<file path="config.mk">
export PLATFORM = sky130hd
export DESIGN_NAME = base64_stream_decoder_top
export DESIGN_NICKNAME = d
export VERILOG_FILES = /design/src/rtl/b64dec_pkg.sv /design/src/rtl/base64_stream_decoder_top.sv
export SDC_FILE = /design/constraint.sdc
export NUM_CORES = 1
export LEC_CHECK = 0
export ABC_AREA = 1
export BUFFER_PORTS_ARGS = -buffer_cell sky130_fd_sc_hd__buf_2
export CAP_MARGIN = 20
export CORE_MARGIN = 5
export CORE_UTILIZATION = 45
export DETAILED_ROUTE_END_ITERATION = 8
export GPL_TIMING_DRIVEN = 0
export PLACE_DENSITY = 0.71
export SYNTH_ARGS = -nofsm -noshare
export SYNTH_HDL_FRONTEND = slang
export SYNTH_SLANG_ARGS = --single-unit
</file>
<file path="constraint.sdc">
create_clock -name clk -period 5.08 [get_ports clk]
set_clock_uncertainty 0.05 [all_clocks]
set_input_delay 1.27 -clock clk [delete_from_list [all_inputs] [get_ports clk]]
set_output_delay 1.27 -clock clk [all_outputs]
set_load 0.005 [all_outputs]
</file>
<file path="src/rtl/b64dec_pkg.sv">
// Package for the base64 stream decoder: types, constants and helper functions.
package b64dec_pkg;

  // Result buffer depth and derived widths
  localparam int FifoDepth = 8;
  localparam int PtrW      = $clog2(FifoDepth);
  localparam int CntW      = $clog2(FifoDepth + 1);
  // Most results one character can release
  localparam int MaxRes    = 3;

  typedef struct packed {
    logic [7:0] in_char;
    logic       last_char;
  } in_req_t;

  typedef struct packed {
    logic [7:0] out_byte;
    logic       byte_valid;
    logic       decode_error;
    logic       end_of_message;
  } out_req_t;

  typedef struct packed {
    logic       ok;
    logic [5:0] val;
  } char_val_t;

  typedef struct packed {
    logic [1:0] nb;
    logic [7:0] b0;
    logic [7:0] b1;
    logic       err;
  } flush_t;

  localparam logic ALPHA_STD = 1'b0;
  localparam logic ALPHA_URL = 1'b1;

  // Six-bit value of a character in the selected alphabet
  function automatic char_val_t char_value(input logic [7:0] c, input logic url);
    char_val_t r;
    r.ok  = 1'b1;
    r.val = '0;
    if (c inside {[8'h41:8'h5A]}) begin
      r.val = 6'(c - 8'h41);
    end else if (c inside {[8'h61:8'h7A]}) begin
      r.val = 6'(c - 8'h61 + 8'd26);
    end else if (c inside {[8'h30:8'h39]}) begin
      r.val = 6'(c - 8'h30 + 8'd52);
    end else if (url == ALPHA_URL && c == 8'h2D) begin
      r.val = 6'd62;
    end else if (url == ALPHA_URL && c == 8'h5F) begin
      r.val = 6'd63;
    end else if (url == ALPHA_STD && c == 8'h2B) begin
      r.val = 6'd62;
    end else if (url == ALPHA_STD && c == 8'h2F) begin
      r.val = 6'd63;
    end else begin
      r.ok = 1'b0;
    end
    return r;
  endfunction

  // Bytes held by a partial group; a single character is an error
  function automatic flush_t flush_partial(input logic [17:0] bits, input logic [1:0] cnt);
    flush_t f;
    f = '0;
    case (cnt)
      2'd1: f.err = 1'b1;
      2'd2: begin
        f.nb = 2'd1;
        f.b0 = bits[11:4];
      end
      2'd3: begin
        f.nb = 2'd2;
        f.b0 = bits[17:10];
        f.b1 = bits[9:2];
      end
      default: f = '0;
    endcase
    return f;
  endfunction

endpackage

</file>
<file path="src/rtl/base64_stream_decoder_top.sv">
// Top level of the base64 stream decoder: character decode and result buffer.
//
//  channel | direction | handshake            | payload
//  --------+-----------+----------------------+--------------------------------
//  in      | input     | in_valid / in_stall  | in_data  (char, last flag)
//  out     | output    | out_valid / out_stall| out_data (byte, flags)
//  cfg     | input     | cfg_wr_en            | cfg_wr_data (alphabet select)
//
// One character is decoded per cycle as it is accepted; its zero to three results go
// into an 8-entry result buffer that drains one request per cycle while out_stall is low.
// in_stall rises while the buffer has fewer than three free entries, so a long stall
// on the output side backs up to the input after a few characters.
// Synchronous reset clears the decode state, the buffer and the alphabet register.
module base64_stream_decoder_top (
  input  logic                clk,
  input  logic                rst,
  input  logic                in_valid,
  output logic                in_stall,
  input  b64dec_pkg::in_req_t in_data,
  output logic                out_valid,
  input  logic                out_stall,
  output b64dec_pkg::out_req_t out_data,
  input  logic                cfg_wr_en,
  input  logic                cfg_wr_data
);

  localparam int Depth = b64dec_pkg::FifoDepth;
  localparam int PtrW  = b64dec_pkg::PtrW;
  localparam int CntW  = b64dec_pkg::CntW;
  localparam int MaxR  = b64dec_pkg::MaxRes;

  logic                 alpha;
  logic [17:0]          group_bits, group_bits_next;
  logic [1:0]           group_count, group_count_next;
  logic                 stopped, stopped_next;
  logic                 error_seen, error_seen_next;

  b64dec_pkg::out_req_t fifo [Depth];
  logic [PtrW-1:0]      wr_ptr, rd_ptr;
  logic [CntW-1:0]      count;

  b64dec_pkg::out_req_t res [MaxR];
  logic [1:0]           nres;
  logic                 in_acc, out_acc;

  b64dec_pkg::char_val_t cv;
  b64dec_pkg::flush_t    fl;

  assign in_stall  = count > CntW'(Depth - MaxR);
  assign in_acc    = in_valid && !in_stall;
  assign out_valid = count != '0;
  assign out_acc   = out_valid && !out_stall;
  assign out_data  = fifo[rd_ptr];

  always_comb begin
    logic [1:0] nb;
    logic [7:0] b [MaxR];
    nb               = '0;
    for (int i = 0; i < MaxR; i++) b[i] = '0;
    group_bits_next  = group_bits;
    group_count_next = group_count;
    stopped_next     = stopped;
    error_seen_next  = error_seen;
    cv = b64dec_pkg::char_value(in_data.in_char, alpha);
    fl = '0;

    if (!stopped) begin
      if (!cv.ok) begin
        stopped_next = 1'b1;
        fl = b64dec_pkg::flush_partial(group_bits, group_count);
        group_bits_next  = '0;
        group_count_next = '0;
      end else if (group_count == 2'd3) begin
        nb   = 2'd3;
        b[0] = group_bits[17:10];
        b[1] = group_bits[9:2];
        b[2] = {group_bits[1:0], cv.val};
        group_bits_next  = '0;
        group_count_next = '0;
      end else begin
        group_bits_next  = {group_bits[11:0], cv.val};
        group_count_next = group_count + 2'd1;
      end
    end

    // message ends without an end character: flush what is pending
    if (in_data.last_char && !stopped_next) begin
      fl = b64dec_pkg::flush_partial(group_bits_next, group_count_next);
    end

    if (fl.nb != '0 || fl.err) begin
      nb   = fl.nb;
      b[0] = fl.b0;
      b[1] = fl.b1;
      if (fl.err) error_seen_next = 1'b1;
    end

    for (int i = 0; i < MaxR; i++) begin
      res[i].out_byte       = b[i];
      res[i].byte_valid     = 2'(i) < nb;
      res[i].decode_error   = 1'b0;
      res[i].end_of_message = 1'b0;
    end
    nres = nb;

    if (in_data.last_char) begin
      if (nb == '0) nres = 2'd1;
      res[nres - 2'd1].decode_error   = error_seen_next;
      res[nres - 2'd1].end_of_message = 1'b1;
      group_bits_next  = '0;
      group_count_next = '0;
      stopped_next     = 1'b0;
      error_seen_next  = 1'b0;
    end
  end

  always_ff @(posedge clk) begin
    if (rst) begin
      alpha       <= b64dec_pkg::ALPHA_STD;
      group_bits  <= '0;
      group_count <= '0;
      stopped     <= 1'b0;
      error_seen  <= 1'b0;
      wr_ptr      <= '0;
      rd_ptr      <= '0;
      count       <= '0;
    end else begin
      if (cfg_wr_en) alpha <= cfg_wr_data;
      if (in_acc) begin
        group_bits  <= group_bits_next;
        group_count <= group_count_next;
        stopped     <= stopped_next;
        error_seen  <= error_seen_next;
        wr_ptr      <= wr_ptr + PtrW'(nres);
      end
      if (out_acc) rd_ptr <= rd_ptr + PtrW'(1);
      count <= count + (in_acc ? CntW'(nres) : CntW'(0)) - (out_acc ? CntW'(1) : CntW'(0));
    end
  end

  // result buffer entries
  always_ff @(posedge clk) begin
    if (in_acc) begin
      for (int i = 0; i < MaxR; i++) begin
        if (2'(i) < nres) fifo[wr_ptr + PtrW'(i)] <= res[i];
      end
    end
  end

endmodule

</file>
# After elaboration in Yosys (flattened, before gate mapping)

Memory sizes are Yosys's and may differ from the RTL's. A register that Yosys moved wholly into a read port is not among the register bits.
Index checks and enable logic that the tools add are counted.

Bits in writable memories: 88
Flip-flop bits (word level): 33
Bits of input ports: 15
Memories: 1

Bitwise logic cells: 2
$add $sub $neg: 13
Mux-type cells: 68
Equal/unequal tests: 11
Reductions and logical operators: 19
Magnitude comparators: 15

Memories:

| name | words | width | rd ports | clocked after Yosys merged registers in | wr ports | RTL line                        | source |
|---|---|---|---|---|---|---|---|
| fifo | 8     | 11    | 1        | 1                                       | 3        | base64_stream_decoder_top.sv:38 | `b64dec_pkg::out_req_t fifo [Depth];` |

Operators with widths:

| cell                                                                              | count |
|---|---|
| 18-bit two-way mux                                                                | 4 |
| 24-bit two-way mux                                                                | 3 |
| 33-bit bitwise mux                                                                | 2 |
| 19-bit two-way mux                                                                | 3 |
| 11-bit demux with 2-bit select                                                    | 2 |
| 6-bit two-way mux                                                                 | 7 |
| 10-bit one-hot mux with 2 select lines                                            | 2 |
| 33-bit two-way mux                                                                | 1 |
| 1-bit two-way mux                                                                 | 26 |
| 2-bit two-way mux                                                                 | 13 |
| 8-bit by 6-bit == test with 1-bit output (second input constant)                  | 3 |
| 8-bit by 7-bit >= comparator with 1-bit output (second input constant)            | 2 |
| 8-bit by 7-bit less-or-equal comparator with 1-bit output (second input constant) | 2 |
| 16-bit two-way mux                                                                | 1 |
| 8-bit two-way mux                                                                 | 2 |
| 6-bit subtractor (second input constant)                                          | 2 |
| 1-bit logical AND                                                                 | 11 |
| 2-bit == test (second input constant)                                             | 4 |
| 8-bit by 7-bit == test with 1-bit output (second input constant)                  | 1 |
| 8-bit by 6-bit >= comparator with 1-bit output (second input constant)            | 1 |
| 8-bit by 6-bit less-or-equal comparator with 1-bit output (second input constant) | 1 |
| 1-bit by 2-bit less-than comparator with 1-bit output (first input constant)      | 4 |
| 3-bit by 1-bit adder with 3-bit output (second input constant)                    | 2 |
| 6-bit by 5-bit adder with 6-bit output (second input constant)                    | 1 |
| other kinds (23)                                                                  | 28 |

# Depth between registers and ports, before layout

Depth in word-level cells: 29
Gate-level depth with buffers: 28
Depth with buffers taken out: 28

# Worst setup path before layout

Ideal clock, no wire load.

Path type: input-to-reg
Start point: in in_data[3] (netlist name)
End point: reg count[2]
Library setup time: 128 ps
Stages on the path: 26
Data required time: 4,902 ps
Path slack: 487 ps
Arrival: 4,416 ps
Path through: buf_2 inv_1 ha_1 nand2_1 nand2_1 nand2_1 nand2_4 nand2_4 nor2_8 nand3_4 nand3_1 nand2_2 nand3_2 nand2_2 nor2_4 nand3_1 nand2_1 nand2_2 nand2_1 nand2_1 ha_1 inv_1 ha_1 fa_1 xnor2_1 nor2_1

Word-level cells in the longest chain between the ends: 24

Ends and longest elaborated chain:

| what                                            | RTL line                         | source |
|---|---|---|
| start: declaration                              | base64_stream_decoder_top.sv:19  | `input b64dec_pkg::in_req_t in_data,` |
| 8-bit by 6-bit == test with 1-bit output        | b64dec_pkg.sv:55                 | `end else if (url == ALPHA_STD && c == 8'h2F) begin` |
| 1-bit logical AND                               | b64dec_pkg.sv:55                 |  |
| 1-bit two-way mux                               | b64dec_pkg.sv:55                 |  |
| 1-bit two-way mux                               | b64dec_pkg.sv:53                 | `end else if (url == ALPHA_STD && c == 8'h2B) begin` |
| 1-bit two-way mux                               | b64dec_pkg.sv:51                 | `end else if (url == ALPHA_URL && c == 8'h5F) begin` |
| 1-bit two-way mux                               | b64dec_pkg.sv:49                 | `end else if (url == ALPHA_URL && c == 8'h2D) begin` |
| 1-bit two-way mux                               | b64dec_pkg.sv:47                 | `end else if (c inside {[8'h30:8'h39]}) begin` |
| 1-bit two-way mux                               | b64dec_pkg.sv:45                 | `end else if (c inside {[8'h61:8'h7A]}) begin` |
| (+8 left out)                                   | --                               |  |
| 2-bit two-way mux (*)                           | base64_stream_decoder_top.sv:91  | `if (fl.nb != '0 \|\| fl.err) begin` |
| 2-bit logical NOT                               | base64_stream_decoder_top.sv:107 | `if (nb == '0) nres = 2'd1;` |
| 2-bit two-way mux                               | base64_stream_decoder_top.sv:107 |  |
| 2-bit two-way mux                               | base64_stream_decoder_top.sv:106 | `if (in_data.last_char) begin` |
| 2-bit two-way mux (*)                           | base64_stream_decoder_top.sv:106 |  |
| 2-bit two-way mux (*)                           | base64_stream_decoder_top.sv:137 | `count <= count + (in_acc ? CntW'(nres) : CntW'(0)) - (out_acc ? CntW'(1) : CntW'(0));` |
| 4-bit by 2-bit adder with 4-bit output (*)      | base64_stream_decoder_top.sv:137 |  |
| 4-bit by 1-bit subtractor with 4-bit output (*) | base64_stream_decoder_top.sv:137 |  |
| end signal: assignment                          | base64_stream_decoder_top.sv:137 |  |
| end: declaration                                | base64_stream_decoder_top.sv:40  | `logic [CntW-1:0] count;` |

Mark *: on every way between the ends. The rest lies on a longest branch, timed or not. The select of a mux whose other input is x is not followed.
A chain may end at the register's enable or synchronous reset.

==> summary.md <==
| Metric | Value |
|---|---|
| Io pins | 28 |
| DRT antenna net count | 0 |
| Grt met3 use | 5.00% |
| Clock Power Share | 37.5% |
| Row cnt | 51 |
| Max-cap violations | 0 |
| Area leader, netlist | edfxtp_1 |
| Die X-Extent | 152 µm |
| Share of cells above drive strength 1 | 9.76% |
| Hold Path Class | reg2reg |
| Core area | 19,600 µm² |
| ANT cells | 0 |
| GR Util met2 | 40.7% |
| R2R depth | 19 |
| PD cells | 322 nW/µm² |
| Max Fclk | 0.207 GHz |
| PortBufs | 25 |
| Finish-stage setup viols | 0 |
| DP HPWL | 21,000 µm |
| DIE AREA | 23,000 µm² |
| Layout area overhead | 12.3% |
| DR WL/cell | 17.3 µm |
| Setup crit end kind | flop |
| Die Y-Extent | 152 µm |
| Status | complete, no violations |
| Vias in the first global route | 8,396 |
| First-pass GRT wire length | 45,100 µm |
| Worst R2R End | count[2]$_SDFF_PP0_ |
| Filler Cells Inserted | 1,932 |
| Clock Latency Late Sink | 430 ps |
| Slew Limit Headroom | 32.8% |
| Worst r2r src | group_count[0]$_SDFFE_PP0P_ |
| Mean number of vias per cell | 5.52 |
| Initial Utilization | 46.0% |
| RSZ-0062 raised after global routing | false |
| CTS Root Cell | clkbuf_16 |
| DRT Pass-1 Iters | 6 |
| Hold buffers post-CTS | 0 |
| 1st-iter DRT viols | 899 |
| CTS tree | built |
| Initial antenna violation count | 0 |
| Placed Cells | 1,635 |
| Int Power | 2.14 mW |
| Share of power burned in registers | 35.7% |
| CTS clk-pin slew, worst paths | 60 ps |
| DRC violations left | 0 |
| H-Tree Depth | 4 |
| Leak Pwr | 4.60 nW |
| Final Max Tran Viols | 0 |
| Max FO, Critical Path | 11 |
| Worst Setup SP | in_data[3] |
| Synthesis-stage register bit count | 124 |
| Number of distinct library cells after synthesis | 44 |
| Syn Std Cell Area | 9010 µm² |
| FF-to-FF setup slack | 1400 ps |
| Crit path kind | in2reg |
| Post-route insts no fill | 1,669 |
| Startpoint Class | input port |
| CP cell instances | buf_2, buf_2, inv_1, ha_1, nand2_1, nand2_1, nor2_1, nor2_2, nand2_2, nand3_4, nand3_1, nand2_2, inv_1, nand3_2, nand2_2, inv_2, buf_2, buf_2, nand4_1, nand2_1, inv_1, nand2_1, nand3_1 |
| Largest net degree at the start of global routing | 17 |
| Crit path to | fifo[3][8]$_DFFE_PP_ |
| Combinational Power Share | 26.8% |
| Post-synthesis sequential area ratio | 37.3% |
| Most common cell after layout, fill and taps aside | nand2_1 |
| Synth Net Count | 1,383 |
| Synth Warn # | 0 |
| Hold Path Stages | 2 |
| Final TNS setup | 0 ps |
| Aggregate routed wire length | 28,900 µm |
| Total track usage | 25.7% |
| Syn avg cell area | 6.71 µm² |
| Period utilisation layout | 95.1% |
| CTS sink count | 124 |
| CP peak stage delay | 490 ps |
| Largest cells by area after synthesis | edfxtp_1 29%, nand2_1 22%, dfxtp_1 8.0% |
| VDD IR max | 0.239 mV |
| Worst endpoint data arrival time | 4750 ps |
| Most used routing layer in global routing | met2 |
| Sw Pwr | 1.11 mW |
| Met1 Usage GRT | 34.4% |
| Area fraction of the dominant cell type after synthesis | 29.3% |
| Global route total overflow | 0 |
| CTS buffer count | 17 |
| Sw Share | 34.2% |
| Final Hold Vio Count | 0 |
| Slew @ Worst Pin | 1000 ps |
| Most frequent cells in the layout | 535 x nand2_1, 164 x nor2_1, 103 x nand3_1 |
| Via count | 9,214 |
| Slowest cell on crit path | nand3_1 |
| GPL Wtd Cong | 0.996 |
| Final worst path period need | 4830 ps |
| Maximum clock path buffer count | 2 |
| Final nets | 1,431 |
| Post-Synthesis Cells | 1,343 |
| CP required | 5000 ps |
worst max-delay path: cells and delay by family:
| family | cells | cell delay, ps |
|---|---|---|
| buffers and inverters | 8 | 1310 |
| adder cells (fa/ha/maj) | 1 | 240 |
| AND/OR/NAND/NOR | 14 | 1930 |
power groups by stage:
stage,registers (mW),clock network [mW],logic [mW]
detailed placement,1.18,0,0.862
global placement,1.18,0,0.844
floorplan,1.17,0,0.579
CTS,1.16,1.23,0.865
finish,1.16,1.22,0.874
global route,1.17,1.28,0.975
cell families (layout without fill, tap and decap cells):
logic type / count (synthesis) / count (layout) / share of synthesized area (%)
AOI/OAI and AO/OA: 145 / 145 / 8.76
xor gates and xnor gates: 5 / 5 / 0.486
and+or+nand+nor: 890 / 890 / 42.6
DFF: 124 / 124 / 37.3
adders and majority gates: 25 / 25 / 3.64
buffers and inverters: 154 / 215 / 7.20
worst min-delay path by stage:
stage	start	endpoint	slack, ps
after floorplan	rd_ptr[2]$_SDFFE_PP0P_	flop	380
after global placement	rd_ptr[2]$_SDFFE_PP0P_	rd_ptr[2]$_SDFFE_PP0P_	400
after detailed placement	rd_ptr[2]$_SDFFE_PP0P_	rd_ptr[2]$_SDFFE_PP0P_	410
after CTS	rd_ptr[2]$_SDFFE_PP0P_	rd_ptr[2]$_SDFFE_PP0P_	420
after global routing	rd_ptr[2]$_SDFFE_PP0P_	rd_ptr[2]$_SDFFE_PP0P_	460
final	rd_ptr[2]$_SDFFE_PP0P_	rd_ptr[2]$_SDFFE_PP0P_	420
flip-flops by register name, indices dropped and copies added (netlist names), 2 cells and up, named ones only:
name,cells
count,4
fifo,88
group_bits,18
group_count,2
rd_ptr,3
wr_ptr,3
cell type report:
type / instances / area (µm²) / area share [%]
tap: 265 / 332 / 3.28
timing repair buffer: 29 / 153 / 1.51
buffer: 43 / 193 / 1.90
clock buffer: 21 / 493 / 4.87
sequential: 124 / 3360 / 33.2
clock inverter: 11 / 105 / 1.04
inverter: 111 / 457 / 4.51
multi-input combinational: 1065 / 5030 / 49.7
routing by layer:
metal,share of wire [%],vias up,routed length (µm)
met5,0,-,0
met4,4.6,0,1340
met3,9.7,86,2790
met2,45,489,13000
met1,41,4154,11800
li1,-,4485,-
synthesized netlist by cell type (all sizes together):
library cell and number:
o2111ai 1, a21o 1, o211ai 1, clkbuf 30, edfxtp 88, or2 2, nand3b 1, dfxtp 36
nand4 20, o22ai 14, o21a 1, a31oi 12, a21oi 42, nor2 177, inv 102, nor4 8
fa 2, ha 23, buf 13, xor2 3, xnor2 2, o21ai 71, a211oi 1, nor3 14
a22oi 1, clkinv 9, nand3 121, nand2 547
through the flow:
stage          setup slack, ps  total power [mW]  hold WS [ps]  instance area [µm²]  utilization, %
5_1_grt                   8.09              3.43           456                10100            51.7
6_report                   250              3.26           418                10100            51.7
3_5_place_dp              -349              2.05           409                 9480            48.4
4_1_cts                   80.8              3.26           422                10100            51.5
2_1_floorplan              487              1.75           383                 9010               -
3_3_place_gp              -280              2.03           401                 9470            48.3
what timing repair did:
| item | 4_1_cts | 5_1_grt |
|---|---|---|
| setup buffers | 0 | 2 |
| resized for setup | 0 | 6 |
| setup endpoints to repair | 0 | 25 |
Note: power is estimated with default switching activity, not from simulation.
